### config.mk
export PLATFORM = sky130hd
export DESIGN_NAME = ode_relief
export DESIGN_NICKNAME = d
export VERILOG_FILES = /design/src/rtl/ode_pkg.sv /design/src/rtl/ode_relief.sv
export SDC_FILE = /design/constraint.sdc
export NUM_CORES = 1
export LEC_CHECK = 0
export BUFFER_PORTS_ARGS = -buffer_cell sky130_fd_sc_hd__buf_2
export CAP_MARGIN = 5
export CELL_PAD_IN_SITES_DETAIL_PLACEMENT = 1
export CELL_PAD_IN_SITES_GLOBAL_PLACEMENT = 1
export CORE_AREA = 5 5 149 165
export DETAILED_ROUTE_END_ITERATION = 10
export DIE_AREA = 0 0 154 170
export PLACE_DENSITY_LB_ADDON = 0.1
export SLEW_MARGIN = 20
export SYNTH_ARGS = -nofsm -noshare
export SYNTH_HDL_FRONTEND = slang
export SYNTH_SLANG_ARGS = --single-unit
### constraint.sdc
create_clock -name vclk -period 22.1
set_clock_uncertainty 0.1 [all_clocks]
set_input_delay 5.525 -clock vclk [all_inputs]
set_output_delay 5.525 -clock vclk [all_outputs]
set_load 0.05 [all_outputs]
### src/rtl/ode_pkg.sv
// ----------------------------------------------------------------------------
// ode_pkg
// Shared types and constants of the offset difference emboss filter.
// ----------------------------------------------------------------------------
package ode_pkg;

  localparam int PIX_W   = 8;
  localparam int LEVEL_W = 8;
  localparam int WORD_W  = 32;
  localparam int ROW_W   = 10;
  localparam int REG_IDX_W = 3;

  localparam logic [ROW_W-1:0] ROW_MAX = 10'd1023;

  // Register map, one 32-bit word per register
  typedef enum logic [REG_IDX_W-1:0] {
    REG_TRUECOLOR_MODE = 3'd0,
    REG_X_OFFSET       = 3'd1,
    REG_Y_OFFSET       = 3'd2,
    REG_LINE_WIDTH     = 3'd3,
    REG_RED_FORMAT     = 3'd4,
    REG_GREEN_FORMAT   = 3'd5,
    REG_BLUE_FORMAT    = 3'd6
  } reg_idx_t;

  typedef struct packed {
    logic        truecolor_mode;
    logic [3:0]  x_offset;
    logic [3:0]  y_offset;
    logic [10:0] line_width;
    logic [9:0]  red_format;
    logic [9:0]  green_format;
    logic [9:0]  blue_format;
  } cfg_t;

  localparam logic        RST_TRUECOLOR_MODE = 1'b1;
  localparam logic [3:0]  RST_X_OFFSET       = 4'd1;
  localparam logic [3:0]  RST_Y_OFFSET       = 4'd1;
  localparam logic [10:0] RST_LINE_WIDTH     = 11'd1024;
  localparam logic [9:0]  RST_RED_FORMAT     = 10'd16;
  localparam logic [9:0]  RST_GREEN_FORMAT   = 10'd8;
  localparam logic [9:0]  RST_BLUE_FORMAT    = 10'd0;

endpackage

### src/rtl/ode_relief.sv
// ----------------------------------------------------------------------------
// ode_relief
// Pixel difference to relief level, palette quantizing and truecolor packing.
// ----------------------------------------------------------------------------
module ode_relief (
  input  logic [ode_pkg::PIX_W-1:0]   new_pixel,
  input  logic [ode_pkg::PIX_W-1:0]   old_pixel,
  input  ode_pkg::cfg_t               cfg,
  output logic [ode_pkg::WORD_W-1:0]  embossed,
  output logic [ode_pkg::LEVEL_W-1:0] level
);
  import ode_pkg::*;

  localparam logic [6:0] PAL_MID = 7'd32;
  localparam logic [5:0] PAL_MAX = 6'd63;
  localparam logic [8:0] TC_MID  = 9'd128;

  function automatic logic [WORD_W-1:0] pack_channel(input logic [LEVEL_W-1:0] lvl,
                                                     input logic [9:0] fmt);
    logic [LEVEL_W-1:0] shr;
    shr = lvl >> fmt[9:5];
    return WORD_W'(shr) << fmt[4:0];
  endfunction

  logic [8:0] diff;
  logic [9:0] mag_neg;
  logic [8:0] pos_p3;
  logic [9:0] neg_p3;
  logic [6:0] q_pos, q_neg;
  logic [5:0] pal_lvl;
  logic [7:0] tc_lvl;
  logic [8:0] tc_sum;

  always_comb begin
    diff    = {1'b0, new_pixel} - {1'b0, old_pixel};
    mag_neg = 10'd512 - {1'b0, diff};
    pos_p3  = {1'b0, diff[7:0]} + 9'd3;
    neg_p3  = mag_neg + 10'd3;
    q_pos   = 7'(pos_p3 >> 2);
    q_neg   = 7'(neg_p3 >> 2);
    tc_sum  = {1'b0, diff[7:0]} + TC_MID;

    if (!diff[8]) begin
      // round up, then clamp at the top of the palette
      pal_lvl = (q_pos > 7'd31) ? PAL_MAX : 6'(q_pos + PAL_MID);
      tc_lvl  = tc_sum[8] ? 8'd255 : tc_sum[7:0];
    end else begin
      pal_lvl = (q_neg >= PAL_MID) ? 6'd0 : 6'(PAL_MID - q_neg);
      tc_lvl  = (mag_neg >= 10'(TC_MID)) ? 8'd0 : 8'(10'(TC_MID) - mag_neg);
    end

    if (cfg.truecolor_mode) begin
      level    = tc_lvl;
      embossed = pack_channel(tc_lvl, cfg.red_format)
               | pack_channel(tc_lvl, cfg.green_format)
               | pack_channel(tc_lvl, cfg.blue_format);
    end else begin
      level    = {2'd0, pal_lvl};
      embossed = WORD_W'(pal_lvl);
    end
  end

endmodule

==> impl_metrics.sql <==
INSERT INTO impl_metrics (metric_group, metric, value, unit) VALUES
('outcome', 'status', 'finished, final reports clean', ''),
('sta', 'timing.final.hold_violations', '0', ''),
('placed_design', 'numPortBuffers', '87', ''),
('global_route', 'grt.met1_usage', '26.66', '%'),
('power', 'leak_pwr', '2.155', 'nW'),
('synth', 'ys_types', '107', ''),
('clock_tree', 'ctsResizeCount', '0', ''),
('sta', 'timing.final.setup_violations', '0', ''),
('layout', 'drive_above_1_share', '16.72', '%'),
('flow_run', 'cap_violations', '0', ''),
('floorplanning', 'die_x', '154', 'microns'),
('worst_setup_path', 'max_stage_delay', '780', 'ps'),
('worst_setup_path', 'wp_data_required', '16480', 'ps'),
('drt', 'wl_per_cell', '23.94', 'microns'),
('layout', 'design.final.nets', '976', ''),
('worst_setup_path', 'setup.worst_path.end_class', 'output port', ''),
('synth', 'synthesis.nets', '946', ''),
('worst_setup_path', 'critPathSlowestCell', 'sky130_fd_sc_hd__mux2i_1', ''),
('floorplanning', 'floorplan.initialDensity', '24.54', '%'),
('sta', 'tightest_slew', '956.8', 'ps'),
('worst_setup_path', 'crit_type', 'input port to output port', ''),
('power', 'power.density_cell_area', '42.08', 'nW/um^2'),
('floorplanning', 'boundaryPins', '106', ''),
('sta', 'finalCritPeriodShare', '78.32', '%'),
('layout', 'area_growth_from_synthesis_to_final_layout', '10.61', '%'),
('clock_tree', 'holdBufCountCts', '0', ''),
('hold_path', 'holdCritPathClass', 'input port to output port', ''),
('worst_setup_path', 'timing.critical_path.cells', 'buf_2, inv_1, ha_1, inv_1, fa_1, inv_1, ha_1, inv_1, a2111oi_0, o211ai_1, nand4_1, mux2i_1, nand2_1, a211oi_1, nor4_1, a2111oi_1, a211oi_1, o32ai_1, a2bb2oi_1, buf_2', ''),
('floorplanning', 'design.core.area', '22640', 'sq um'),
('drt', 'first_pass_iters', '5', ''),
('placed_design', 'post-place-ws', '4755', 'ps'),
('synth', 'syn_area_per_cell', '6.394', 'sq um'),
('synth', 'synth-warning-count', '0', ''),
('global_route', 'global_route.peak_usage_layer', 'met2', ''),
('drt', 'detailedRoute.firstIterationViolations', '399', ''),
('placed_design', 'gpl.final_weighted_congestion', '0.8671', ''),
('worst_setup_path', 'path_max_fanout', '11', ''),
('placed_design', 'detailed_place_hpwl', '23.12', 'mm'),
('layout', 'seq_area', '0', 'sq um'),
('sta', 'unrepaired_setup_endpoints_after_global_routing', 'no', ''),
('power', 'max-vdd-ir-drop', '18.22', 'uV'),
('drt', 'antenna_violating_nets_left', '0', ''),
('layout', 'antennaDiodeCount', '0', ''),
('sta', 'fmax', '0.05778', 'GHz'),
('global_route', 'global_route.usage.met3', '0.7121', '%'),
('global_route', 'grt_pass1_wl', '44.49', 'mm'),
('sta', 'final_max_slew_viol_count', '0', ''),
('drt', 'drc', '0', ''),
('global_route', 'grt_overflow', '0', ''),
('worst_setup_path', 'critical_path.top_delay_family', 'compound AO/OA/AOI/OAI gates', ''),
('floorplanning', 'floorplan.die.height', '170', 'microns'),
('global_route', 'grt_pass1_vias', '7516', ''),
('floorplanning', 'die_ar', '26180', 'sq um'),
('sta', 'fin_crit', '17310', 'ps'),
('synth', 'synth.yosys.seq_area_share', '0', '%'),
('sta', 'max_slew_margin', '35.73', '%'),
('sta', 'layout_setup_ws', '4792', 'ps'),
('drt', 'postRouteWirelength', '28.65', 'mm'),
('layout', 'layout_common_cells', 'sky130_fd_sc_hd__nand2_1, sky130_fd_sc_hd__buf_2, sky130_fd_sc_hd__nor2_1', ''),
('synth', 'postSynthCellCount', '869', ''),
('worst_setup_path', 'worstSetupStartpointType', 'input port', ''),
('worst_setup_path', 'worstPathArrival', '11680', 'ps'),
('layout', 'clock_buffer_cells', '0', ''),
('drt', 'num_vias', '7282', ''),
('clock_tree', 'post-cts-setup-buffer-count', '0', ''),
('layout', 'n_fill_cell', '2962', ''),
('global_route', 'largest_net_degree_at_the_start_of_global_routing', '32', ''),
('drt', 'avgViaCountPerCell', '6.084', ''),
('global_route', 'antenna_found_initial', '0', ''),
('global_route', 'gr-usage-all-layers', '20.88', '%'),
('worst_setup_path', 'critical_path.n_buffers_inverters', '6', ''),
('layout', 'design.seq.count', '0', ''),
('synth', 'synthesis.area', '5557', 'sq um'),
('floorplanning', 'rows', '58', ''),
('global_route', 'grt_util_met2', '38.32', '%'),
('sta', 'timing.setup.tns', '0', 'ps'),
('worst_setup_path', 'timing.critical_path.mode_cell', 'sky130_fd_sc_hd__inv_1', '');
-- kinds of logic (layout without fill, tap and decap cells) --
logic type,after synthesis,after routing,share of synthesized area (%)
xor+xnor,23,23,4.571
buf+inv,111,139,8.038
compound gates,333,333,46.54
simple gates,370,370,33.17
fa+ha+maj,13,13,2.972
mux,19,19,4.706
-- where the power goes --
part	internal, mW	switching [mW]	leakage (nW)
combinational	0.0727	0.186	2.16
sequential	0	0	0
clock	0	0	0
total	0.0727	0.186	2.16
-- final cells by class --
cell class / instances / area [sq um] / share of cell area, %
inverter: 44 / 165.2 / 2.687
tap: 300 / 375.4 / 6.107
timing repair buffer: 95 / 495.5 / 8.062
multi-input combinational: 758 / 5110 / 83.14
-- synth_stat cells, types with 5 or more instances --
| cell type | n | area [sq um] |
|---|---|---|
| sky130_fd_sc_hd__a31oi_1 | 21 | 131.4 |
| sky130_fd_sc_hd__o22ai_1 | 17 | 106.4 |
| sky130_fd_sc_hd__mux2i_1 | 9 | 90.09 |
| sky130_fd_sc_hd__a21oi_1 | 41 | 205.2 |
| sky130_fd_sc_hd__nand3_1 | 35 | 175.2 |
| sky130_fd_sc_hd__or3_1 | 8 | 50.05 |
| sky130_fd_sc_hd__a21o_1 | 6 | 45.04 |
| sky130_fd_sc_hd__o32ai_1 | 9 | 78.83 |
| sky130_fd_sc_hd__and2_1 | 9 | 56.30 |
| sky130_fd_sc_hd__o21ai_0 | 34 | 170.2 |
| sky130_fd_sc_hd__nand2_1 | 87 | 326.6 |
| sky130_fd_sc_hd__o211ai_1 | 15 | 112.6 |
| sky130_fd_sc_hd__buf_2 | 11 | 55.05 |
| sky130_fd_sc_hd__ha_1 | 10 | 125.1 |
| sky130_fd_sc_hd__a22oi_1 | 8 | 60.06 |
| sky130_fd_sc_hd__o31a_1 | 12 | 105.1 |
| sky130_fd_sc_hd__o21a_1 | 16 | 120.1 |
| sky130_fd_sc_hd__a221o_1 | 7 | 70.07 |
| sky130_fd_sc_hd__o2111ai_1 | 8 | 70.07 |
| sky130_fd_sc_hd__mux4_2 | 5 | 112.6 |
| sky130_fd_sc_hd__inv_1 | 42 | 157.7 |
| sky130_fd_sc_hd__or4_1 | 5 | 37.54 |
| sky130_fd_sc_hd__nor3_1 | 50 | 250.2 |
| sky130_fd_sc_hd__a2111oi_0 | 7 | 61.31 |
| sky130_fd_sc_hd__or2_2 | 6 | 37.54 |
| sky130_fd_sc_hd__o31ai_1 | 11 | 82.58 |
| sky130_fd_sc_hd__a211o_1 | 12 | 105.1 |
| sky130_fd_sc_hd__xnor2_1 | 14 | 122.6 |
| sky130_fd_sc_hd__clkbuf_1 | 49 | 183.9 |
| sky130_fd_sc_hd__nor2_1 | 86 | 322.8 |
| sky130_fd_sc_hd__nand2b_1 | 13 | 81.33 |
| sky130_fd_sc_hd__nor4_1 | 26 | 162.7 |
| sky130_fd_sc_hd__xor2_1 | 5 | 43.79 |
| sky130_fd_sc_hd__a211oi_1 | 15 | 112.6 |
| sky130_fd_sc_hd__nand4_1 | 12 | 75.07 |
| sky130_fd_sc_hd__o221ai_1 | 11 | 96.34 |
-- worst paths after layout --
kind	from	to	slack, ps	cells past startpoint
worst max-delay path	new_pixel[0]	embossed[4]	4790	20
worst min-delay path	cfg[14]	embossed[24]	11500	4
-- routing by layer --
layer  share of wire [%]  vias to the layer above
li1                    -                     3489
met1                  44                     3593
met2                  50                      157
met3                 2.5                       43
met4                 3.4                        0
met5                   0                        -
-- through the flow --
| stage | area [sq um] | hold WS (ps) | power [mW] | utilization, % | std cells |
|---|---|---|---|---|---|
| floorplan | 5557 | 11410 | 0.1842 | - | 869 |
| global placement | 6146 | 11500 | 0.2582 | 27.14 | 1197 |
| detailed placement | 6146 | 11490 | 0.2577 | 27.14 | 1197 |
| CTS | 6146 | 11500 | 0.2586 | 27.14 | 1197 |
| global route | 6146 | 11550 | 0.2777 | 27.14 | 1197 |
| finish | 6146 | 11500 | 0.2586 | 27.14 | 1197 |
-- worst min-delay path, stage by stage --
cell	delay, ps
sky130_fd_sc_hd__buf_2	170
sky130_fd_sc_hd__nand3_1	90
sky130_fd_sc_hd__a31oi_1	70
sky130_fd_sc_hd__buf_2	220
(Power assumes the default switching activity.)
