## config.mk

```make
export PLATFORM = sky130hd
export DESIGN_NAME = ode_addr_gen
export DESIGN_NICKNAME = d
export VERILOG_FILES = /design/src/rtl/ode_pkg.sv /design/src/rtl/ode_addr_gen.sv
export SDC_FILE = /design/constraint.sdc
export NUM_CORES = 1
export LEC_CHECK = 0
export BUFFER_PORTS_ARGS = -buffer_cell sky130_fd_sc_hd__buf_2
export CAP_MARGIN = 15
export CORE_ASPECT_RATIO = 1.1
export CORE_UTILIZATION = 40
export CTS_BUF_LIST = sky130_fd_sc_hd__clkbuf_8
export DETAILED_ROUTE_END_ITERATION = 6
export SYNTH_ARGS = -nofsm -noshare
export SYNTH_HDL_FRONTEND = slang
export SYNTH_SLANG_ARGS = --single-unit
```

## constraint.sdc

```tcl
create_clock -name clk -period 5.7 [get_ports clk]
set_clock_uncertainty 0.05 [all_clocks]
set_input_delay 0.855 -clock clk [delete_from_list [all_inputs] [get_ports clk]]
set_output_delay 0.855 -clock clk [all_outputs]
set_load 0.01 [all_outputs]
```

## src/rtl/ode_pkg.sv

```systemverilog
// ----------------------------------------------------------------------------
// ode_pkg
// Shared types and constants of the offset difference emboss filter.
// ----------------------------------------------------------------------------
package ode_pkg;

  localparam int PIX_W   = 8;
  localparam int LEVEL_W = 8;
  localparam int WORD_W  = 32;
  localparam int ROW_W   = 10;
  localparam int REG_IDX_W = 3;

  localparam logic [ROW_W-1:0] ROW_MAX = 10'd1023;

  // Register map, one 32-bit word per register
  typedef enum logic [REG_IDX_W-1:0] {
    REG_TRUECOLOR_MODE = 3'd0,
    REG_X_OFFSET       = 3'd1,
    REG_Y_OFFSET       = 3'd2,
    REG_LINE_WIDTH     = 3'd3,
    REG_RED_FORMAT     = 3'd4,
    REG_GREEN_FORMAT   = 3'd5,
    REG_BLUE_FORMAT    = 3'd6
  } reg_idx_t;

  typedef struct packed {
    logic        truecolor_mode;
    logic [3:0]  x_offset;
    logic [3:0]  y_offset;
    logic [10:0] line_width;
    logic [9:0]  red_format;
    logic [9:0]  green_format;
    logic [9:0]  blue_format;
  } cfg_t;

  localparam logic        RST_TRUECOLOR_MODE = 1'b1;
  localparam logic [3:0]  RST_X_OFFSET       = 4'd1;
  localparam logic [3:0]  RST_Y_OFFSET       = 4'd1;
  localparam logic [10:0] RST_LINE_WIDTH     = 11'd1024;
  localparam logic [9:0]  RST_RED_FORMAT     = 10'd16;
  localparam logic [9:0]  RST_GREEN_FORMAT   = 10'd8;
  localparam logic [9:0]  RST_BLUE_FORMAT    = 10'd0;

endpackage

```

## src/rtl/ode_addr_gen.sv

```systemverilog
// ----------------------------------------------------------------------------
// ode_addr_gen
// Raster position tracking, delay line write pointer and compare address.
// ----------------------------------------------------------------------------
module ode_addr_gen #(
  parameter int MAX_LINE_WIDTH = 1024,
  parameter int MAX_OFFSET     = 15,
  parameter int DELAY_DEPTH    = 16384,
  parameter int AW             = $clog2(DELAY_DEPTH)
) (
  input  logic          clk,
  input  logic          rst_n,
  input  logic          accept,
  input  logic          frame_start,
  input  ode_pkg::cfg_t cfg,
  output logic [AW-1:0] wr_addr,
  output logic [AW-1:0] rd_addr,
  output logic          hit
);
  import ode_pkg::*;

  localparam int COL_W = $clog2(MAX_LINE_WIDTH);
  localparam int LW_W  = (COL_W + 1 > 11) ? COL_W + 1 : 11;
  localparam int OW    = ($clog2(MAX_OFFSET + 1) > 4) ? $clog2(MAX_OFFSET + 1) : 4;
  localparam int DLY_W = OW + LW_W + 1;
  localparam int SUB_W = ((AW > DLY_W) ? AW : DLY_W) + 1;

  localparam logic [LW_W-1:0]  W_MIN   = LW_W'(2);
  localparam logic [LW_W-1:0]  W_MAX   = LW_W'(MAX_LINE_WIDTH);
  localparam logic [OW-1:0]    OFS_MAX = OW'(MAX_OFFSET);
  localparam logic [OW-1:0]    OFS_MIN = OW'(1);
  localparam logic [AW-1:0]    WP_LAST = AW'(DELAY_DEPTH - 1);
  localparam logic [SUB_W-1:0] DEPTH_S = SUB_W'(DELAY_DEPTH);

  logic [COL_W-1:0] col_r, col_nxt, col_cur;
  logic [ROW_W-1:0] row_r, row_nxt, row_cur;
  logic [AW-1:0]    wp_r, wp_nxt;

  logic [LW_W-1:0]  lw_ext, w, col_inc;
  logic [OW-1:0]    x_ext, y_ext, xd, yd;
  logic [DLY_W-1:0] delay;
  logic [SUB_W-1:0] diff, raddr_s;
  logic             wrap;

  always_comb begin
    lw_ext = LW_W'(cfg.line_width);
    x_ext  = OW'(cfg.x_offset);
    y_ext  = OW'(cfg.y_offset);

    if (lw_ext < W_MIN)      w = W_MIN;
    else if (lw_ext > W_MAX) w = W_MAX;
    else                     w = lw_ext;

    if (x_ext < OFS_MIN)        xd = OFS_MIN;
    else if (x_ext > OFS_MAX)   xd = OFS_MAX;
    else                        xd = x_ext;

    if (y_ext < OFS_MIN)        yd = OFS_MIN;
    else if (y_ext > OFS_MAX)   yd = OFS_MAX;
    else                        yd = y_ext;

    col_cur = frame_start ? '0 : col_r;
    row_cur = frame_start ? '0 : row_r;

    hit = (LW_W'(col_cur) >= LW_W'(xd)) && (row_cur >= ROW_W'(yd));

    // Compared pixel lies yd lines plus xd pixels back in the stream
    delay   = DLY_W'(yd) * DLY_W'(w) + DLY_W'(xd);
    diff    = SUB_W'(wp_r) - SUB_W'(delay);
    raddr_s = diff[SUB_W-1] ? diff + DEPTH_S : diff;
    rd_addr = raddr_s[AW-1:0];

    col_inc = LW_W'(col_cur) + LW_W'(1);
    wrap    = (col_inc >= w);
    col_nxt = wrap ? '0 : col_inc[COL_W-1:0];
    row_nxt = (wrap && (row_cur != ROW_MAX)) ? row_cur + ROW_W'(1) : row_cur;
    wp_nxt  = (wp_r == WP_LAST) ? '0 : wp_r + AW'(1);
  end

  assign wr_addr = wp_r;

  always_ff @(posedge clk) begin
    if (!rst_n) begin
      col_r <= '0;
      row_r <= '0;
      wp_r  <= '0;
    end else if (accept) begin
      col_r <= col_nxt;
      row_r <= row_nxt;
      wp_r  <= wp_nxt;
    end
  end

endmodule

```

==> reports/summary.md <==
- result of the run: finished with violations
- failing checks: negative setup slack
- Wirelength per Cell: 14.6 um
- switching component of the power: 0.574 mW
- area of all placed cells without fillers: 5460 um2
- final core occ: 0.528
- design internal power: 0.838 mW
- predominant post-synthesis flop cell: sky130_fd_sc_hd__dfxtp_1
- DP Worst Slack: -416 ps
- initial antenna violation count: 0
- largest fanout on the critical path: 4
- final hold slack: 442 ps
- area of the core: 10,300 um2
- setup repair after global routing missed its margin: yes
- syn nets: 666
- maximum achievable frequency: 0.175 GHz
- most frequent cells in the layout: sky130_fd_sc_hd__inv_1 (68), sky130_fd_sc_hd__nor2_1 (52), sky130_fd_sc_hd__buf_4 (50)
- part of the Yosys area used for sequential elements: 0.160
- element type at the critical path start: primary input
- Final setup violation count: 2
- Sequential Power Share: 0.173
- most common cell after layout, fill and taps aside: sky130_fd_sc_hd__inv_1
- max-cap violations: 0
- Port Buffers: 51
- Die Height: 110 um
- DRC marker count from the first detailed-route iteration: 216
- Syn Inst Count: 531
- die area: 11,000 um2
- Die X-Extent: 100 um
- CTS H-Tree Depth: 2
- post-route setup TNS: -18.4 ps
- Final Non-Filler Cells: 768
- final cycle utilization of the critical path: 1.00
- final worst slack: -11.8 ps
- final-stage net count: 759
- clock tree from TritonCTS: built
- initial standard-cell utilization of the core: 0.410
- overall overflow remaining after global route: 0
- Worst Setup Path Type: in -> out
- worst min-delay path class: reg -> reg
- clock latency reported for the late side of the worst-skew pair: 300 ps
- leak pwr: 2.58 nW
- global-route wire length before repair: 18,700 um
- Rel. slew slack: 0.579
- post-route DRC violation count: 0
- number of library cell types mapped by synthesis: 47
- Total Routed Length: 11,200 um
- Peak supply drop: 0.155 mV
- placed cell area: 4970 um2
- Worst-path clk slew: 90 ps
- fraction of power consumed by combinational cells: 0.662
- via count: 3,944
- buffer depth of the longest clock path: 2
- kind of end point of the critical path: primary output
- root buf cell: sky130_fd_sc_hd__clkbuf_8
- Clock power frac: 0.164
- number of standard-cell rows in the floorplan: 39
- top-level I/O count: 83
- Cells after DPL: 754
- number of flip-flops and latches in the synthesized netlist: 34
- Tot Pwr: 1.41 mW
- post-synthesis area per instance: 8.00 um2
- via density per instance: 5.14
- count of flip-flops with a built-in enable after synthesis: 0
- final critical delay including setup and external delays: 5710 ps
- # clock sinks: 34
- share of cells above drive strength 1: 0.278
- pin count of the biggest net entering global routing: 24
- clock buffers created by TritonCTS: 5
- final slew viol count: 0
- post-synthesis instance area: 4250 um2
- overall global routing resource usage: 0.215
- length of the first detailed-routing pass in iterations: 4
- share of flip-flops with an asynchronous set or reset: 0
- Antenna Nets Post-Route: 0
- Detail Placement HPWL: 8870 um
- final weighted congestion in routability-driven placement: 0.848
- Area Growth Syn to Fin: 28.6%
- Data required, critical path: 4800 ps
- Power Dens Cells: 259 nW/um2
- WP data arrival: 4810 ps
- Slew @ Worst Pin: 630 ps
- count of final hold-check violations: 0
- antenna diode instance count: 0
- net switching share of the total power: 0.406
- via count of the first global-routing pass: 3,964
- Syn. warnings: 0
-- area by class of cell --
class	count	area, um2
multi-input combinational	403	3520
fill	1005	4880
tap	143	179
inverter	75	282
sequential	34	681
clock buffer	5	68.8
clock inverter	3	45.0
timing repair buffer	105	688
-- registers in the layout (all words and copies together), names as in the netlist --
name	flops
col_r	10
row_r	10
wr_addr	14
-- final timing paths --
path	from	to	slack (ps)	depth (start not counted)
worst max-delay path	cfg[37]	rd_addr[13]	-10	19
worst min-delay path	col_r[1]$_SDFFE_PN0P_	col_r[1]$_SDFFE_PN0P_	440	2
worst max register to register	col_r[1]$_SDFFE_PN0P_	row_r[6]$_SDFFE_PN0P_	2780	12
worst min register to register	col_r[1]$_SDFFE_PN0P_	col_r[1]$_SDFFE_PN0P_	440	2
-- per-layer routing --
metal  share of wire  vias up  GRT usage  routed length (um)
met2            0.52       83      0.403                5840
met5               0        -          0                   0
li1                -     1954          -                   -
met4           0.018        0     0.0704                 207
met1            0.43     1889      0.254                4800
met3           0.032       18     0.0240                 355
-- cells by family (layout without fill, tap and decap cells) --
family | after synthesis | after routing | share of synthesized area
AND/OR/NAND/NOR | 208 | 208 | 0.246
multiplexers | 9 | 9 | 0.0212
AO/OA/AOI/OAI | 65 | 65 | 0.109
buffers and inverters | 94 | 188 | 0.0834
XOR/XNOR | 39 | 39 | 0.0804
flip-flops | 34 | 34 | 0.160
adder cells (fa/ha/maj) | 82 | 82 | 0.299
-- power by group through the flow --
stage                     clock [mW]  sequential (mW)  combinational, mW
after global placement             0            0.250              0.728
after detailed placement           0            0.250              0.743
after floorplan                    0            0.248              0.450
after global routing           0.249            0.245               1.03
final                          0.232            0.245              0.935
after CTS                      0.240            0.245              0.832
-- cells in the mapped netlist, types with 2 or more instances --
cell	instances	area share
sky130_fd_sc_hd__a32oi_1	9	0.019
sky130_fd_sc_hd__a21oi_1	22	0.026
sky130_fd_sc_hd__or3_1	4	0.0059
sky130_fd_sc_hd__nand4b_1	2	0.0041
sky130_fd_sc_hd__buf_1	2	0.0018
sky130_fd_sc_hd__nand2_1	52	0.046
sky130_fd_sc_hd__xor2_1	13	0.027
sky130_fd_sc_hd__o211ai_1	3	0.0053
sky130_fd_sc_hd__a31oi_1	3	0.0044
sky130_fd_sc_hd__nand3_1	19	0.022
sky130_fd_sc_hd__ha_1	48	0.14
sky130_fd_sc_hd__o2111ai_1	6	0.012
sky130_fd_sc_hd__dfxtp_1	34	0.16
sky130_fd_sc_hd__nor3_1	7	0.0082
sky130_fd_sc_hd__nand4_1	7	0.010
sky130_fd_sc_hd__nor2_1	58	0.051
sky130_fd_sc_hd__a21o_1	4	0.0071
sky130_fd_sc_hd__o31ai_1	2	0.0035
sky130_fd_sc_hd__or2_2	2	0.0029
sky130_fd_sc_hd__and2_1	5	0.0074
sky130_fd_sc_hd__and3_1	26	0.038
sky130_fd_sc_hd__nand2b_1	5	0.0074
sky130_fd_sc_hd__fa_1	33	0.16
sky130_fd_sc_hd__o21bai_1	2	0.0035
sky130_fd_sc_hd__o21a_1	2	0.0035
sky130_fd_sc_hd__mux2i_1	9	0.021
sky130_fd_sc_hd__nor2b_1	10	0.015
sky130_fd_sc_hd__nor4_1	3	0.0044
sky130_fd_sc_hd__and3_4	3	0.0080
sky130_fd_sc_hd__clkbuf_1	16	0.014
sky130_fd_sc_hd__xnor2_1	26	0.054
sky130_fd_sc_hd__o21ai_0	5	0.0059
sky130_fd_sc_hd__inv_1	75	0.066
-- worst max-delay path: stages --
cell and delay (ps):
sky130_fd_sc_hd__buf_6 100, sky130_fd_sc_hd__nor4_4 290, sky130_fd_sc_hd__nand3_2 150, sky130_fd_sc_hd__o21ai_4 210, sky130_fd_sc_hd__and2_4 170, sky130_fd_sc_hd__nand2_1 60, sky130_fd_sc_hd__fa_1 490, sky130_fd_sc_hd__fa_1 490
sky130_fd_sc_hd__inv_1 50, sky130_fd_sc_hd__fa_1 490, sky130_fd_sc_hd__inv_2 50, sky130_fd_sc_hd__ha_4 230, sky130_fd_sc_hd__a21oi_2 150, sky130_fd_sc_hd__o21ai_2 100, sky130_fd_sc_hd__a221oi_4 340, sky130_fd_sc_hd__o31ai_4 120
sky130_fd_sc_hd__a21oi_2 160, sky130_fd_sc_hd__xnor2_1 130, sky130_fd_sc_hd__buf_2 160
-- what timing repair did --
| item | 4_1_cts | 5_1_grt |
|---|---|---|
| hold buffers | 0 | 0 |
| pin swaps | 39 | 34 |
| setup buffers | 2 | 4 |
| gates resized for setup | 38 | 26 |
| setup endpoints to repair | 9 | 10 |
No activity file was read; power rests on OpenSTA's default activity.
