## config.mk

```make
export PLATFORM = sky130hd
export DESIGN_NAME = ode_cfg
export DESIGN_NICKNAME = d
export VERILOG_FILES = /design/src/rtl/ode_pkg.sv /design/src/rtl/ode_cfg.sv
export SDC_FILE = /design/constraint.sdc
export NUM_CORES = 1
export LEC_CHECK = 0
export BUFFER_PORTS_ARGS = -buffer_cell sky130_fd_sc_hd__buf_2
export CORE_MARGIN = 8
export CORE_UTILIZATION = 49
export CTS_CLUSTER_SIZE = 14
export DETAILED_ROUTE_END_ITERATION = 10
export HOLD_SLACK_MARGIN = 0.03
export PLACE_DENSITY = 0.87
export SLEW_MARGIN = 20
export SYNTH_ARGS = -nofsm -noshare
export SYNTH_HDL_FRONTEND = slang
export SYNTH_SLANG_ARGS = --single-unit
```

## constraint.sdc

```tcl
create_clock -name clk -period 2.7 [get_ports clk]
set_input_delay 0.135 -clock clk [delete_from_list [all_inputs] [get_ports clk]]
set_output_delay 0.135 -clock clk [all_outputs]
set_load 0.02 [all_outputs]
```

## src/rtl/ode_pkg.sv

```systemverilog
// ----------------------------------------------------------------------------
// ode_pkg
// Shared types and constants of the offset difference emboss filter.
// ----------------------------------------------------------------------------
package ode_pkg;

  localparam int PIX_W   = 8;
  localparam int LEVEL_W = 8;
  localparam int WORD_W  = 32;
  localparam int ROW_W   = 10;
  localparam int REG_IDX_W = 3;

  localparam logic [ROW_W-1:0] ROW_MAX = 10'd1023;

  // Register map, one 32-bit word per register
  typedef enum logic [REG_IDX_W-1:0] {
    REG_TRUECOLOR_MODE = 3'd0,
    REG_X_OFFSET       = 3'd1,
    REG_Y_OFFSET       = 3'd2,
    REG_LINE_WIDTH     = 3'd3,
    REG_RED_FORMAT     = 3'd4,
    REG_GREEN_FORMAT   = 3'd5,
    REG_BLUE_FORMAT    = 3'd6
  } reg_idx_t;

  typedef struct packed {
    logic        truecolor_mode;
    logic [3:0]  x_offset;
    logic [3:0]  y_offset;
    logic [10:0] line_width;
    logic [9:0]  red_format;
    logic [9:0]  green_format;
    logic [9:0]  blue_format;
  } cfg_t;

  localparam logic        RST_TRUECOLOR_MODE = 1'b1;
  localparam logic [3:0]  RST_X_OFFSET       = 4'd1;
  localparam logic [3:0]  RST_Y_OFFSET       = 4'd1;
  localparam logic [10:0] RST_LINE_WIDTH     = 11'd1024;
  localparam logic [9:0]  RST_RED_FORMAT     = 10'd16;
  localparam logic [9:0]  RST_GREEN_FORMAT   = 10'd8;
  localparam logic [9:0]  RST_BLUE_FORMAT    = 10'd0;

endpackage

```

## src/rtl/ode_cfg.sv

```systemverilog
// ----------------------------------------------------------------------------
// ode_cfg
// APB register file holding the filter configuration.
// ----------------------------------------------------------------------------
module ode_cfg (
  input  logic          clk,
  input  logic          rst_n,
  input  logic          psel,
  input  logic          penable,
  input  logic          pwrite,
  input  logic [4:0]    paddr,
  input  logic [31:0]   pwdata,
  output logic [31:0]   prdata,
  output logic          pready,
  output ode_pkg::cfg_t cfg
);
  import ode_pkg::*;

  cfg_t     cfg_r, cfg_nxt;
  reg_idx_t idx;
  logic     wr_en;

  assign pready = 1'b1;
  assign idx    = reg_idx_t'(paddr[4:2]);
  assign wr_en  = psel && penable && pwrite;
  assign cfg    = cfg_r;

  always_comb begin
    cfg_nxt = cfg_r;
    if (wr_en) begin
      case (idx)
        REG_TRUECOLOR_MODE: cfg_nxt.truecolor_mode = pwdata[0];
        REG_X_OFFSET:       cfg_nxt.x_offset       = pwdata[3:0];
        REG_Y_OFFSET:       cfg_nxt.y_offset       = pwdata[3:0];
        REG_LINE_WIDTH:     cfg_nxt.line_width     = pwdata[10:0];
        REG_RED_FORMAT:     cfg_nxt.red_format     = pwdata[9:0];
        REG_GREEN_FORMAT:   cfg_nxt.green_format   = pwdata[9:0];
        REG_BLUE_FORMAT:    cfg_nxt.blue_format    = pwdata[9:0];
        default: ;
      endcase
    end
  end

  always_comb begin
    case (idx)
      REG_TRUECOLOR_MODE: prdata = {31'd0, cfg_r.truecolor_mode};
      REG_X_OFFSET:       prdata = {28'd0, cfg_r.x_offset};
      REG_Y_OFFSET:       prdata = {28'd0, cfg_r.y_offset};
      REG_LINE_WIDTH:     prdata = {21'd0, cfg_r.line_width};
      REG_RED_FORMAT:     prdata = {22'd0, cfg_r.red_format};
      REG_GREEN_FORMAT:   prdata = {22'd0, cfg_r.green_format};
      REG_BLUE_FORMAT:    prdata = {22'd0, cfg_r.blue_format};
      default:            prdata = 32'd0;
    endcase
  end

  always_ff @(posedge clk) begin
    if (!rst_n) begin
      cfg_r.truecolor_mode <= RST_TRUECOLOR_MODE;
      cfg_r.x_offset       <= RST_X_OFFSET;
      cfg_r.y_offset       <= RST_Y_OFFSET;
      cfg_r.line_width     <= RST_LINE_WIDTH;
      cfg_r.red_format     <= RST_RED_FORMAT;
      cfg_r.green_format   <= RST_GREEN_FORMAT;
      cfg_r.blue_format    <= RST_BLUE_FORMAT;
    end else begin
      cfg_r <= cfg_nxt;
    end
  end

endmodule

```

==> results of run 1 <==
## cells in the mapped netlist (2+ instances only)
| master | instances |
|---|---|
| a21oi_1 | 3 |
| a221oi_1 | 3 |
| a2bb2oi_1 | 3 |
| buf_2 | 7 |
| buf_4 | 22 |
| clkbuf_1 | 10 |
| conb_1 | 2 |
| dfxtp_1 | 50 |
| inv_1 | 3 |
| mux2_2 | 4 |
| mux2i_1 | 57 |
| nand2_1 | 61 |
| nand2b_1 | 3 |
| nand3_1 | 6 |
| nor2_4 | 4 |
| nor2b_1 | 7 |
| o211ai_1 | 6 |
| o21ai_0 | 3 |
| o311ai_0 | 3 |
## logic make-up (layout without fill, tap and decap cells)
logic type             after synthesis  count (layout)  share of synthesized area
AND/OR/NAND/NOR                     88              88                      0.178
multiplexers                        62              62                      0.255
flip-flops                          50              50                      0.400
AO/OA/AOI/OAI                       22              22                     0.0650
buffers and inverters               42              92                     0.0995
other                                2              22                    0.00300
## metal layers
layer	part of all wire	vias to the layer above
met4	0.0060	0
met3	0.092	4
met5	0	-
met1	0.43	978
met2	0.47	85
li1	-	1001
## tightest hold or removal path: stages
cell,delay [ns]
buf_2,0.09
nor2b_1,0.06
mux2i_1,0.11
## final timing paths
check / from / endpoint / slack, ns / cells after the start
max: cfg[30] / prdata[0] / 1.01 / 3
min: pwdata[0] / cfg[49] / 0.13 / 3
max reg2reg: cfg[24] / cfg[24] / 2.01 / 2
min reg2reg: cfg[2] / cfg[2] / 0.47 / 2
## metrics by stage
stage / setup slack, ns / instances
3_5_place_dp: 1.06 / 398
4_1_cts: 1.01 / 406
2_1_floorplan: 1.34 / 286
3_3_place_gp: 1.07 / 398
5_1_grt: 0.880 / 406
6_report: 1.01 / 406
## final cells by class
type,count,area [um2],area share
clock inverter,1,5.00,0.00171
inverter,3,11.3,0.00384
clock buffer,7,86.3,0.0295
sequential,50,1000,0.342
multi-input combinational,194,1330,0.453
tap,70,87.6,0.0299
timing repair buffer,81,410,0.140
## power by group through the flow
stage          Combinational, mW  Clock (mW)  Sequential, mW
6_report                   0.159       0.450           0.747
5_1_grt                    0.171       0.490           0.748
4_1_cts                    0.158       0.457           0.747
3_5_place_dp               0.158           0           0.764
3_3_place_gp               0.156           0           0.764
2_1_floorplan              0.132           0           0.771
==> flow_summary_export.csv, run 1 <==
group,metric,value,unit
sta,setup_tns,0,ns
global_route,met1_usage,0.197,
cells_and_area,largest_register_ffs,50,
cells_and_area,antennaDiodeCount,0,
clock_tree,clk_pin_slew,0.09,ns
setup_path,cp_slowest_cell,"mux4_2",
global_route,grt_max_degree,34,
setup_path,cp_data_arrival_time,1.55,ns
global_route,grtUsageMet3,0.0632,
setup_path,crit_chain,"mux4_2 -> mux2_2 -> buf_2",
place,dpl.hpwl,4830,um
synthesis,netlist_instances,266,
clock_tree,post_cts_buffers,0,
floorplan,rows,26,
synthesis,synth_warnings,0,
global_route,met2_usage,0.281,
synthesis,synth_edf_count,0,
route,first_pass_iters,5,
sta,relSlewSlack,0.626,
route,ant_nets,0,
power_and_ir_drop,clockPowerShare,0.332,
cells_and_area,postLayoutCellArea,2930,um2
cells_and_area,syn_to_final_growth,17.1,%
route,drc,0,
synthesis,synth-seq-cells,50,
sta,fin_worst_skew,0,ns
floorplan,fp.dieArea,7650,um2
outcome,status,"complete, no violations",
synthesis,synth-async-reset-ratio,0,
setup_path,crit_family,"multiplexers",
power_and_ir_drop,vdd_ir_drop_max,356,uV
sta,hold_viol,0,
place,routabilityCongestion,0.781,
sta,worst_hold_slack,0.133,ns
power_and_ir_drop,leakage,1.29,nW
clock_tree,clock_latency,0.30,ns
synthesis,synth_top_area_share,0.400,
clock_tree,cts-root-buf,"clkbuf_8",
synthesis,yosysSeqAreaShare,0.400,
run,maxCapViolations,0,
setup_path,required,2.57,ns
setup_path,crit_buf_inv,1,
route,via_per_inst,5.09,
synthesis,yosysTopAreaCell,"dfxtp_1",
synthesis,synthTopCellsByArea,"dfxtp_1 (40%), mux2i_1 (23%), nand2_1 (9.2%)",
sta,period_needed,1.69,ns
sta,slew_violations,0,
clock_tree,hold_buffers,0,
sta,max_freq,0.592,GHz
cells_and_area,final_util,0.585,
cells_and_area,layout_common_cells,"buf_2 (79), nand2_1 (61), mux2i_1 (57)",
power_and_ir_drop,powerDensity,463,nW/um2
cells_and_area,drive_above_1_share,0.298,
setup_path,cp_max_fo,3,
setup_path,endpoint_kind,"output port",
floorplan,die_y,87.5,um
cells_and_area,layout_commonest_cell,"buf_2",
clock_tree,tritoncts,"done",
min_path,hold_class,"in2reg",
clock_tree,cts_resized,0,
power_and_ir_drop,finalPower,1.36,mW
route,wl_per_cell,16.1,um
sta,finalSetupViolCount,0,
setup_path,path_class,"reg2out",
route,wl,6540,um
global_route,grt_busiest_layer,"met2",
floorplan,initial_core_util,0.500,
power_and_ir_drop,pwr-share-seq,0.551,
floorplan,die_w,87.5,um
cells_and_area,n_fill_cell,445,
clock_tree,numCtsBuffers,5,
global_route,grt_pass1_wl,10100,um
sta,rsz0062_at_grt,"false",
global_route,grt_use_total,0.168,
sta,worstMarginPinSlew,0.562,ns
floorplan,core,5010,um2
synthesis,ys.flop_type,"dfxtp_1",
route,vias,2068,
sta,fin_crit_sh,0.625,
place,placed_cell_area,2840,um2
cells_and_area,final_nets,377,
synthesis,syn_area_per_cell,9.41,um2
global_route,grt_pass1_vias,2041,
power_and_ir_drop,swShare,0.267,
power_and_ir_drop,p_sw,362,uW
setup_path,critical_path.max_stage_delay,0.47,ns
global_route,antenna_found_initial,0,
route,drt_iter0_drc,85,
clock_tree,h-tree-depth,2,
synthesis,netlist_area,2500,um2
clock_tree,clockBufferDepth,2,
place,numPortBuffers,79,
power_and_ir_drop,p_comb_frac,0.117,
floorplan,ios,125,
synthesis,synth_cell_type_count,28,
clock_tree,clkSinkCount,50,
global_route,overflow,0,
setup_path,cp-start-kind,"flip-flop",
power_and_ir_drop,intPower,994,uW
Power figures use the tool's default switching activity.
==> inputs of run 2 (changes only) <==
--- a/config.mk
+++ b/config.mk
@@ -7,11 +7,11 @@
 export LEC_CHECK = 0
 export BUFFER_PORTS_ARGS = -buffer_cell sky130_fd_sc_hd__buf_2
 export CORE_MARGIN = 8
-export CORE_UTILIZATION = 49
+export CORE_UTILIZATION = 46
 export CTS_CLUSTER_SIZE = 14
 export DETAILED_ROUTE_END_ITERATION = 10
 export HOLD_SLACK_MARGIN = 0.03
-export PLACE_DENSITY = 0.87
+export PLACE_DENSITY = 0.82
 export SLEW_MARGIN = 20
 export SYNTH_ARGS = -nofsm -noshare
 export SYNTH_HDL_FRONTEND = slang
==> constraint.sdc (replaced) <==
create_clock -name clk -period 1.7 [get_ports clk]
set_input_delay 0.085 -clock clk [delete_from_list [all_inputs] [get_ports clk]]
set_output_delay 0.085 -clock clk [all_outputs]
set_load 0.02 [all_outputs]
==> run 2 against run 1 <==
  * Setup slack lost 0.92 ns
  * Critical path type unchanged
  * Critical endpoint unchanged
  * Sequential share of layout area shrank 0.71 points
  * Flip-flop and latch count unchanged
  * Die area is 5.3% higher
  * Clock skew stayed put
==> flow_summary_export.csv, run 2 (synthesis results as in run 1) <==
group,metric,value,unit
sta,slew_violations,0,
clock_tree,numCtsBuffers,5,
global_route,grt_pass1_wl,10400,um
clock_tree,clkSinkCount,50,
setup_path,cp_data_arrival_time,1.53,ns
place,dpl.hpwl,4840,um
floorplan,ios,125,
sta,hold_viol,0,
global_route,grt_use_total,0.155,
route,wl,6560,um
global_route,grt_max_degree,41,
global_route,grt_pass1_vias,2076,
power_and_ir_drop,leakage,1.32,nW
route,ant_nets,0,
power_and_ir_drop,vdd_ir_drop_max,553,uV
clock_tree,clock_latency,0.30,ns
route,drc,0,
clock_tree,post_cts_buffers,0,
sta,max_freq,0.621,GHz
route,via_per_inst,5.02,
floorplan,die_y,89.8,um
sta,fin_worst_skew,0,ns
floorplan,fp.dieArea,8060,um2
clock_tree,h-tree-depth,2,
sta,rsz0062_at_grt,"false",
route,wl_per_cell,15.9,um
cells_and_area,largest_register_ffs,50,
route,vias,2067,
sta,fin_crit_sh,0.947,
sta,period_needed,1.61,ns
setup_path,required,1.62,ns
global_route,overflow,0,
run,maxCapViolations,0,
floorplan,core,5370,um2
setup_path,cp-start-kind,"flip-flop",
clock_tree,clk_pin_slew,0.10,ns
cells_and_area,drive_above_1_share,0.309,
sta,finalSetupViolCount,0,
setup_path,ff2ff_setup_slack,1.01,ns
clock_tree,tritoncts,"done",
setup_path,cp_max_fo,3,
cells_and_area,layout_commonest_cell,"buf_2",
power_and_ir_drop,powerDensity,763,nW/um2
setup_path,path_class,"reg2out",
cells_and_area,layout_common_cells,"buf_2 (79), nand2_1 (61), mux2i_1 (57)",
clock_tree,cts-root-buf,"clkbuf_8",
route,first_pass_iters,4,
outcome,status,"complete, no violations",
place,routabilityCongestion,0.769,
cells_and_area,antennaDiodeCount,0,
cells_and_area,n_fill_cell,498,
sta,setup_tns,0,ns
place,post-place-ws,0.241,ns
floorplan,initial_core_util,0.466,
setup_path,endpoint_kind,"output port",
place,numPortBuffers,79,
route,drt_iter0_drc,97,
cells_and_area,final_nets,381,
clock_tree,cts_resized,0,
global_route,antenna_found_initial,0,
clock_tree,clockBufferDepth,2,
floorplan,die_w,89.8,um
floorplan,rows,27,
min_path,hold_class,"in2reg",
sta,worst_slack,0.0896,ns
cells_and_area,syn_to_final_growth,19.6,%
clock_tree,hold_buffers,0,
[run 2: where the power goes]
| group | leakage (nW) | total (mW) | internal (mW) | switching (mW) |
|---|---|---|---|---|
| clock network | 0.0579 | 0.834 | 0.434 | 0.400 |
| registers | 0.403 | 1.19 | 1.18 | 0.00675 |
| logic | 0.863 | 0.262 | 0.0782 | 0.183 |
| total | 1.32 | 2.28 | 1.69 | 0.590 |
[run 2: cell type report]
cell class / count / area, um2 / area share
timing repair buffer: 85 / 453 / 0.151
clock buffer: 5 / 68.8 / 0.0230
sequential: 50 / 1000 / 0.335
inverter: 3 / 11.3 / 0.00376
tap: 72 / 90.1 / 0.0301
clock inverter: 3 / 40.0 / 0.0134
multi-input combinational: 194 / 1330 / 0.444
[run 2: worst max-delay path: stages (launching register included)]
cell,delay (ns)
dfxtp_1,0.34
mux4_2,0.46
mux2_2,0.26
buf_2,0.16
[run 2: final timing paths]
kind	from	to	cells after the start
min	pwdata[0]	cfg[45]	3
max	cfg[30]	prdata[0]	3
max reg2reg	cfg[13]	cfg[13]	2
min reg2reg	cfg[22]	cfg[22]	2
[run 2: routing by layer]
metal / track usage / up-vias / routed length, um / part of all wire
li1: - / 1010 / - / -
met1: 0.180 / 961 / 2860 / 0.44
met2: 0.259 / 83 / 3120 / 0.48
met3: 0.0515 / 13 / 462 / 0.070
met4: 0.0550 / 0 / 120 / 0.018
met5: 0 / - / 0 / 0
[run 2: through the flow]
| step | utilization | cells | hold slack [ns] | power (mW) | cell area (um2) |
|---|---|---|---|---|---|
| 6_report | 0.557 | 412 | 0.0915 | 2.28 | 2990 |
| 5_1_grt | 0.557 | 412 | 0.0847 | 2.37 | 2990 |
| 4_1_cts | 0.557 | 412 | 0.0801 | 2.29 | 2990 |
| 3_5_place_dp | 0.537 | 404 | 0.403 | 1.47 | 2880 |
| 3_3_place_gp | 0.537 | 404 | 0.406 | 1.47 | 2880 |
| 2_1_floorplan | - | 286 | 0.265 | 1.43 | 2580 |
